## src/design/iovc_ram.sv

```systemverilog
`timescale 1ns / 1ps

module iovc_ram #(
  parameter int unsigned Width = 8,
  parameter int unsigned Depth = 16
) (
  input  logic                     clk_i,
  input  logic                     we_i,
  input  logic [$clog2(Depth)-1:0] waddr_i,
  input  logic [Width-1:0]         wdata_i,
  input  logic                     re_i,
  input  logic [$clog2(Depth)-1:0] raddr_i,
  output logic [Width-1:0]         rdata_o
);

  logic [Width-1:0] mem_q [Depth];

  always_ff @(posedge clk_i) begin
    if (we_i) begin
      mem_q[waddr_i] <= wdata_i;
    end
    if (re_i) begin
      rdata_o <= mem_q[raddr_i];
    end
  end

endmodule

```

## config.mk

```make
export PLATFORM = sky130hd
export DESIGN_NAME = iovc_ram
export DESIGN_NICKNAME = d
export VERILOG_FILES = /design/src/design/iovc_ram.sv
export SDC_FILE = /design/constraint.sdc
export NUM_CORES = 1
export LEC_CHECK = 0
export ABC_AREA = 1
export BUFFER_PORTS_ARGS = -buffer_cell sky130_fd_sc_hd__buf_2
export CORE_MARGIN = 1.5
export CORE_UTILIZATION = 50
export CTS_BUF_LIST = sky130_fd_sc_hd__clkbuf_8 sky130_fd_sc_hd__clkbuf_16
export CTS_CLUSTER_SIZE = 10
export DETAILED_ROUTE_END_ITERATION = 8
export PLACE_DENSITY = 0.7
export SYNTH_ARGS = -nofsm -noshare
export SYNTH_HDL_FRONTEND = slang
export SYNTH_SLANG_ARGS = --single-unit
```

## constraint.sdc

```tcl
create_clock -name clk_i -period 1.4 [get_ports clk_i]
set_input_delay 0.07 -clock clk_i [delete_from_list [all_inputs] [get_ports clk_i]]
set_output_delay 0.07 -clock clk_i [all_outputs]
set_load 0.01 [all_outputs]
```

# Word level (Yosys, flattened, before mapping)
# Memory sizes are Yosys's and may differ from the RTL's. A register that Yosys moved wholly into a read port is not among the register bits.
# Cells that the tools add are included.
# Widths: inputs -> output; s select.
# word_totals
regBits,0
latch_bits,0
mem_bits_rw,128
mem_bits_ro,0
in_bits,19
output_inout_bits,8
word_cells,3
n_memories,1
# memory_table
memory,depth,width,read_ports,rd_clocked_by_memory_dff,write_ports,line,rtl
mem_q,16,8,1,1,1,16,logic [Width-1:0] mem_q [Depth];
# op_classes
add_sub_neg,0
n_mul,0
div,0
magnitude_cmp,0
n_eq_ne,0
shifts,0
mux,2
bitwise,0
reduce_logical,0
# op_table
operator,n
$mux 1,2

# Longest topological paths before layout
# Gate-level depths: netlist of the first run.
# logic_depth
depth_word,2
mapped_depth,8

# Worst setup path before layout of the first run
# No wires, ideal clock.
# synth_timing
path_kind,input -> register
from,input port waddr_i[2]
to,memory mem_q[10][0] (enable)
arrival_ps,651
required_time_ps,1030
slack_ps,379
cell_stages,2
cell_sequence,nand3b_1 nor2_1
# synth_rtl
element,line,rtl
"start, declared",9,"input logic [$clog2(Depth)-1:0] waddr_i,"
"end, declared",16,
# No word-level cell before the write port.

==> flow_summary.json, run 1 <==
{
  "status": "complete, no violations",
  "antenna_cells": 0,
  "crit_required_ns": 1.57,
  "yosys.area.top_type": "edfxtp_1",
  "cts_resized": 0,
  "min_path_type": "input pin to register",
  "vias_per_cell": 5.20,
  "ys_dominant_reg_cell": "edfxtp_1",
  "fin_nets": 614,
  "clkSlewWorstSetupHoldPaths_ns": 0.06,
  "max_freq_ghz": 0.868,
  "fin_crit_sh": 0.823,
  "wl_per_cell_um": 17.4,
  "die_h_um": 111,
  "slew_headroom": 0.600,
  "async_flop_share": 0,
  "gp_congestion": 0.901,
  "numCtsBuffers": 17,
  "clock_path_buffers": 2,
  "grt_antenna_before_repair": 0,
  "firstDrtPassIters": 5,
  "grt.total_usage": 0.224,
  "final_antenna_net_count": 0,
  "synthCells": 551,
  "worst_setup_path_end_kind": "register",
  "vias": 3906,
  "synth_nets": 570,
  "port_buffers": 26,
  "totalWireLength_um": 13000,
  "grt_pass1_wl_um": 20100,
  "synthDistinctLibCells": 11,
  "fp.dieW_um": 111,
  "synth-seq-cells": 136,
  "yosysMostFrequentCell": "nand2_1",
  "netlist_top_cells_area": "edfxtp_1, nand2_1, nand3_1",
  "core_um2": 11400,
  "min_period_ns": 1.15,
  "dpl.hpwl_um": 7960,
  "dr.first_iter.drc_count": 352,
  "rows": 39,
  "setup_viol": 0,
  "syn_to_final_growth_pct": 16.4,
  "ios": 27,
  "ys.warnings.count": 0,
  "crit_top_cell": "nand3_1",
  "critPathSlowestCell": "edfxtp_1",
  "grt_start_max_net_pins": 47,
  "grt_remaining_overflow": 0,
  "path_delay_family": "simple AND/OR/NAND/NOR gates",
  "synth_edf_count": 136,
  "final_layout_size_suffix_gt1_frac": 0.123,
  "drcViolationCount": 0,
  "p_leak_nw": 2.97,
  "finalMaxSlewViolations": 0,
  "hold_viol": 0,
  "yosysSeqAreaShare": 0.698,
  "cts_tree": "built",
  "hold_buffers": 0,
  "dieArea_um2": 12400,
  "synth_common_cells": "nand2_1, edfxtp_1, inv_1",
  "finClkSkew_ns": 0.00758,
  "worstSkewPairLatency_ns": 0.42,
  "start_kind": "register",
  "finalSetupTns_ns": 0,
  "avgSynthCellArea_um2": 10.6,
  "cts_setup_buffers": 0,
  "cp_max_fo": 1,
  "rsz0062_at_grt": "no",
  "crit_path_cell_trace": "inv_1 -> nand2_1 -> nand3_1 -> nand3_1 -> nand3_1 -> nand2_1",
  "initial_utilization": 0.512,
  "fillCellCount": 975,
  "vdd_drop_max_uv": 786,
  "grt_pass1_vias": 3667,
  "critPathMaxStageDelay_ns": 0.38,
  "dp.cells": 719,
  "maxCapViolations": 0,
  "synth_top_area_share": 0.698,
  "worst_slew_pin_slew_ns": 0.598,
  "final_cells": 751,
  "worstSetupPathType": "register to register",
  "synth_area_um2": 5850,
  "clkSinkCount": 136,
  "power.density_nw_per_um2": 1420,
  "h-tree-depth": 4,
  "cp.arrival_ns": 1.32,
  "path_buf_inv": 1,
  "cts-root-buf": "clkbuf_16"
}
-- cell type report --
| class | count | area (um^2) | area share |
|---|---|---|---|
| clock buffers | 17 | 425 | 0.0625 |
| clock inverters | 15 | 168 | 0.0246 |
| inverters | 102 | 383 | 0.0563 |
| multi-input cells | 289 | 1210 | 0.178 |
| flip-flops and latches | 136 | 4080 | 0.600 |
| well taps | 143 | 179 | 0.0263 |
| repair buffers | 49 | 353 | 0.0518 |
-- state kept, by name (all words and copies together) (netlist names) --
| name | flops |
|---|---|
| mem_q | 128 |
| rdata_o | 8 |
-- power by group --
group | total [mW] | leakage (nW) | internal, mW | switching (mW)
sequential | 4.62 | 1.24 | 4.59 | 0.0297
clock | 4.47 | 0.298 | 2.91 | 1.55
combinational | 0.570 | 1.43 | 0.173 | 0.396
-- logic make-up (layout without fill, tap and decap cells) --
kind of cell | count (synthesis) | after routing | share of synthesized area
and+or+nand+nor | 289 | 289 | 0.208
buffers and inverters | 126 | 183 | 0.0939
DFF | 136 | 136 | 0.698
-- placed cells by master, fill, tap and decap left out, drive strengths merged --
| cell | count |
|---|---|
| bufinv | 4 |
| nand2 | 173 |
| clkinvlp | 1 |
| clkbuf | 17 |
| inv | 105 |
| nor2 | 17 |
| buf | 49 |
| nand3 | 97 |
| nand3b | 2 |
| edfxtp | 136 |
| clkinv | 7 |
-- path summary, 6_finish.rpt --
path | startpoint | to | slack (ns) | cells past startpoint
setup / recovery | mem_q[2][7] | rdata_o[7] | 0.25 | 6
hold / removal | re_i | rdata_o[1] | 0.02 | 1
setup reg to reg | mem_q[2][7] | rdata_o[7] | 0.25 | 6
hold reg to reg | mem_q[13][2] | rdata_o[2] | 0.74 | 6
-- metal layers --
metal,global-route usage,wire [um],vias up
met1,0.306,5620,1854
met5,0,0,-
met2,0.337,6120,156
met4,0.111,411,0
met3,0.0558,889,28
li1,-,-,1868
-- stage by stage --
stage | utilization | total power, mW | worst slack [ns] | hold WS [ns] | area (um^2)
final | 0.596 | 9.66 | 0.248 | 0.0181 | 6810
after global routing | 0.596 | 9.94 | 0.187 | 0.00701 | 6810
after CTS | 0.596 | 9.72 | 0.254 | 0.00428 | 6810
after detailed placement | 0.544 | 5.27 | 0.112 | 0.443 | 6210
after global placement | 0.544 | 5.26 | 0.114 | 0.442 | 6210
after floorplan | - | 5.02 | 0.379 | 0.169 | 5850
(Power assumes the default switching activity.)
==> run 2, diff against run 1 <==
==> constraint.sdc (replaced) <==
create_clock -name clk_i -period 1.1 [get_ports clk_i]
set_input_delay 0.055 -clock clk_i [delete_from_list [all_inputs] [get_ports clk_i]]
set_output_delay 0.055 -clock clk_i [all_outputs]
set_load 0.01 [all_outputs]
==> run 2 against run 1 <==
The flow now finishes with violations (negative setup slack); clock skew fell by 0.00076 ns; setup slack got worse by 0.26 ns; design area rose by 3.8%; clock power rose by 42%; register-to-register slack got worse by 0.26 ns.
==> flow_summary.json, run 2 (synthesis gave the netlist of run 1 again) <==
{
  "grt.total_usage": 0.232,
  "fin_nets": 620,
  "wl_per_cell_um": 18.1,
  "min_period_ns": 1.11,
  "slew_headroom": 0.546,
  "finalMaxSlewViolations": 0,
  "vias_per_cell": 5.35,
  "seqPwrFrac": 0.452,
  "totalWireLength_um": 13600,
  "p_int_mw": 10.3,
  "dpl.hpwl_um": 8410,
  "syn_to_final_growth_pct": 20.8,
  "p_sw_mw": 2.71,
  "setup_viol": 1,
  "status": "finished, violations left",
  "largest_reg_flops": 128,
  "fp.dieW_um": 111,
  "gp_congestion": 0.901,
  "hold_buffers": 0,
  "core_um2": 11400,
  "ios": 27,
  "finalSetupTns_ns": -0.0147,
  "cts_tree": "built",
  "rows": 39,
  "final_layout_size_suffix_gt1_frac": 0.192,
  "final_common_cell": "nand2_1",
  "grt_remaining_overflow": 0,
  "rsz0062_at_grt": "yes",
  "p_comb_frac": 0.061,
  "worstSkewPairLatency_ns": 0.41,
  "dp.cells": 725,
  "clkSinkCount": 136,
  "initial_utilization": 0.512,
  "fin_crit_sh": 1.01,
  "placed_cell_area_um2": 6240,
  "start_kind": "register",
  "grt_start_max_net_pins": 33,
  "largest_register": "mem_q",
  "die_h_um": 111,
  "dieArea_um2": 12400,
  "violations": "negative setup slack",
  "clock_path_buffers": 2,
  "power.density_nw_per_um2": 1840,
  "maxCapViolations": 0,
  "mostFrequentLayoutCells": "nand2_1, edfxtp_1, inv_1",
  "hold_viol": 0,
  "min_path_type": "input pin to register",
  "grt_pass1_vias": 4008,
  "worstSetupPathType": "register to register",
  "cts-root-buf": "clkbuf_16",
  "drcViolationCount": 0,
  "crit_required_ns": 1.27,
  "grt_pass1_wl_um": 21200,
  "max_freq_ghz": 0.897,
  "reg_top3": "mem_q: 128 flops, rdata_o: 8 flops",
  "clkSlewWorstSetupHoldPaths_ns": 0.06,
  "finClkSkew_ns": 0.00682,
  "vias": 4047,
  "final_cells": 756,
  "swShare": 0.208,
  "port_buffers": 26,
  "dr.first_iter.drc_count": 364,
  "numCtsBuffers": 17,
  "grt_antenna_before_repair": 0,
  "cp.arrival_ns": 1.28,
  "firstDrtPassIters": 5,
  "antenna_cells": 0,
  "worst_slew_pin_slew_ns": 0.679,
  "cp_max_fo": 1,
  "worst_slack_ns": -0.0147,
  "final_antenna_net_count": 0,
  "power_frac_clock": 0.487,
  "h-tree-depth": 4,
  "p_leak_nw": 3.08,
  "worst_setup_path_end_kind": "register",
  "vdd_drop_max_uv": 1010,
  "final_cell_area_um2": 7060
}
-- run 2: cell count changes in the layout (fill, tap and decap cells not counted), sizes merged --
cell / previous run / this run
buf: 49 / 55
bufinv: 4 / 6
clkinv: 7 / 5
inv: 105 / 104
-- run 2: timing repair --
item	4_1_cts	5_1_grt
gates resized for setup	9	24
pin swaps	0	14
buffers inserted	0	0
setup endpoints to repair	5	8
-- run 2: area by class of cell --
| cell class | count | area (um^2) |
|---|---|---|
| Sequential cell | 136 | 4080 |
| Multi-Input combinational cell | 289 | 1380 |
| Clock inverter | 14 | 230 |
| Timing Repair Buffer | 55 | 385 |
| Tap cell | 143 | 179 |
| Inverter | 102 | 383 |
| Clock buffer | 17 | 425 |
| Fill cell | 918 | 4360 |
-- run 2: critical path, cell delays in order, from the launching register on --
cell and delay [ns]:
edfxtp_1 0.37, inv_1 0.08, nand2_1 0.07, nand3_2 0.09, nand3_2 0.10, nand3_2 0.10, nand2_1 0.05
-- run 2: power groups by stage --
stage               Sequential (mW)  Clock (mW)  Combinational (mW)
global placement               5.98           0               0.716
finish                         5.88        6.34               0.796
detailed placement             5.99           0               0.734
floorplan                      5.99           0               0.409
CTS                            5.88        6.37               0.757
global route                   5.88        6.58               0.869
-- run 2: final timing paths --
path | cells past startpoint | end | startpoint | slack (ns)
hold / removal | 1 | rdata_o[7] | re_i | 0.01
setup / recovery | 6 | rdata_o[0] | mem_q[5][0] | -0.01
hold reg to reg | 6 | rdata_o[7] | mem_q[10][7] | 0.76
setup reg to reg | 6 | rdata_o[0] | mem_q[5][0] | -0.01
-- run 2: per-layer routing --
layer  up-vias  global-route usage  routed length, um
met4         0              0.0802                269
met3        29              0.0585               1160
li1       1883                   -                  -
met5         -                   0                  0
met2       213               0.373               6510
met1      1922               0.311               5720
-- run 2: metrics by stage --
stage          hold WS, ns  total power, mW   util  setup slack, ns
6_report            0.0113             13.0  0.619          -0.0147
2_1_floorplan        0.154             6.39      -           0.0942
4_1_cts           0.000621             13.0  0.608          0.00255
3_5_place_dp         0.430             6.72  0.547           -0.181
3_3_place_gp         0.422             6.70  0.547           -0.150
5_1_grt            0.00961             13.3  0.619          -0.0626
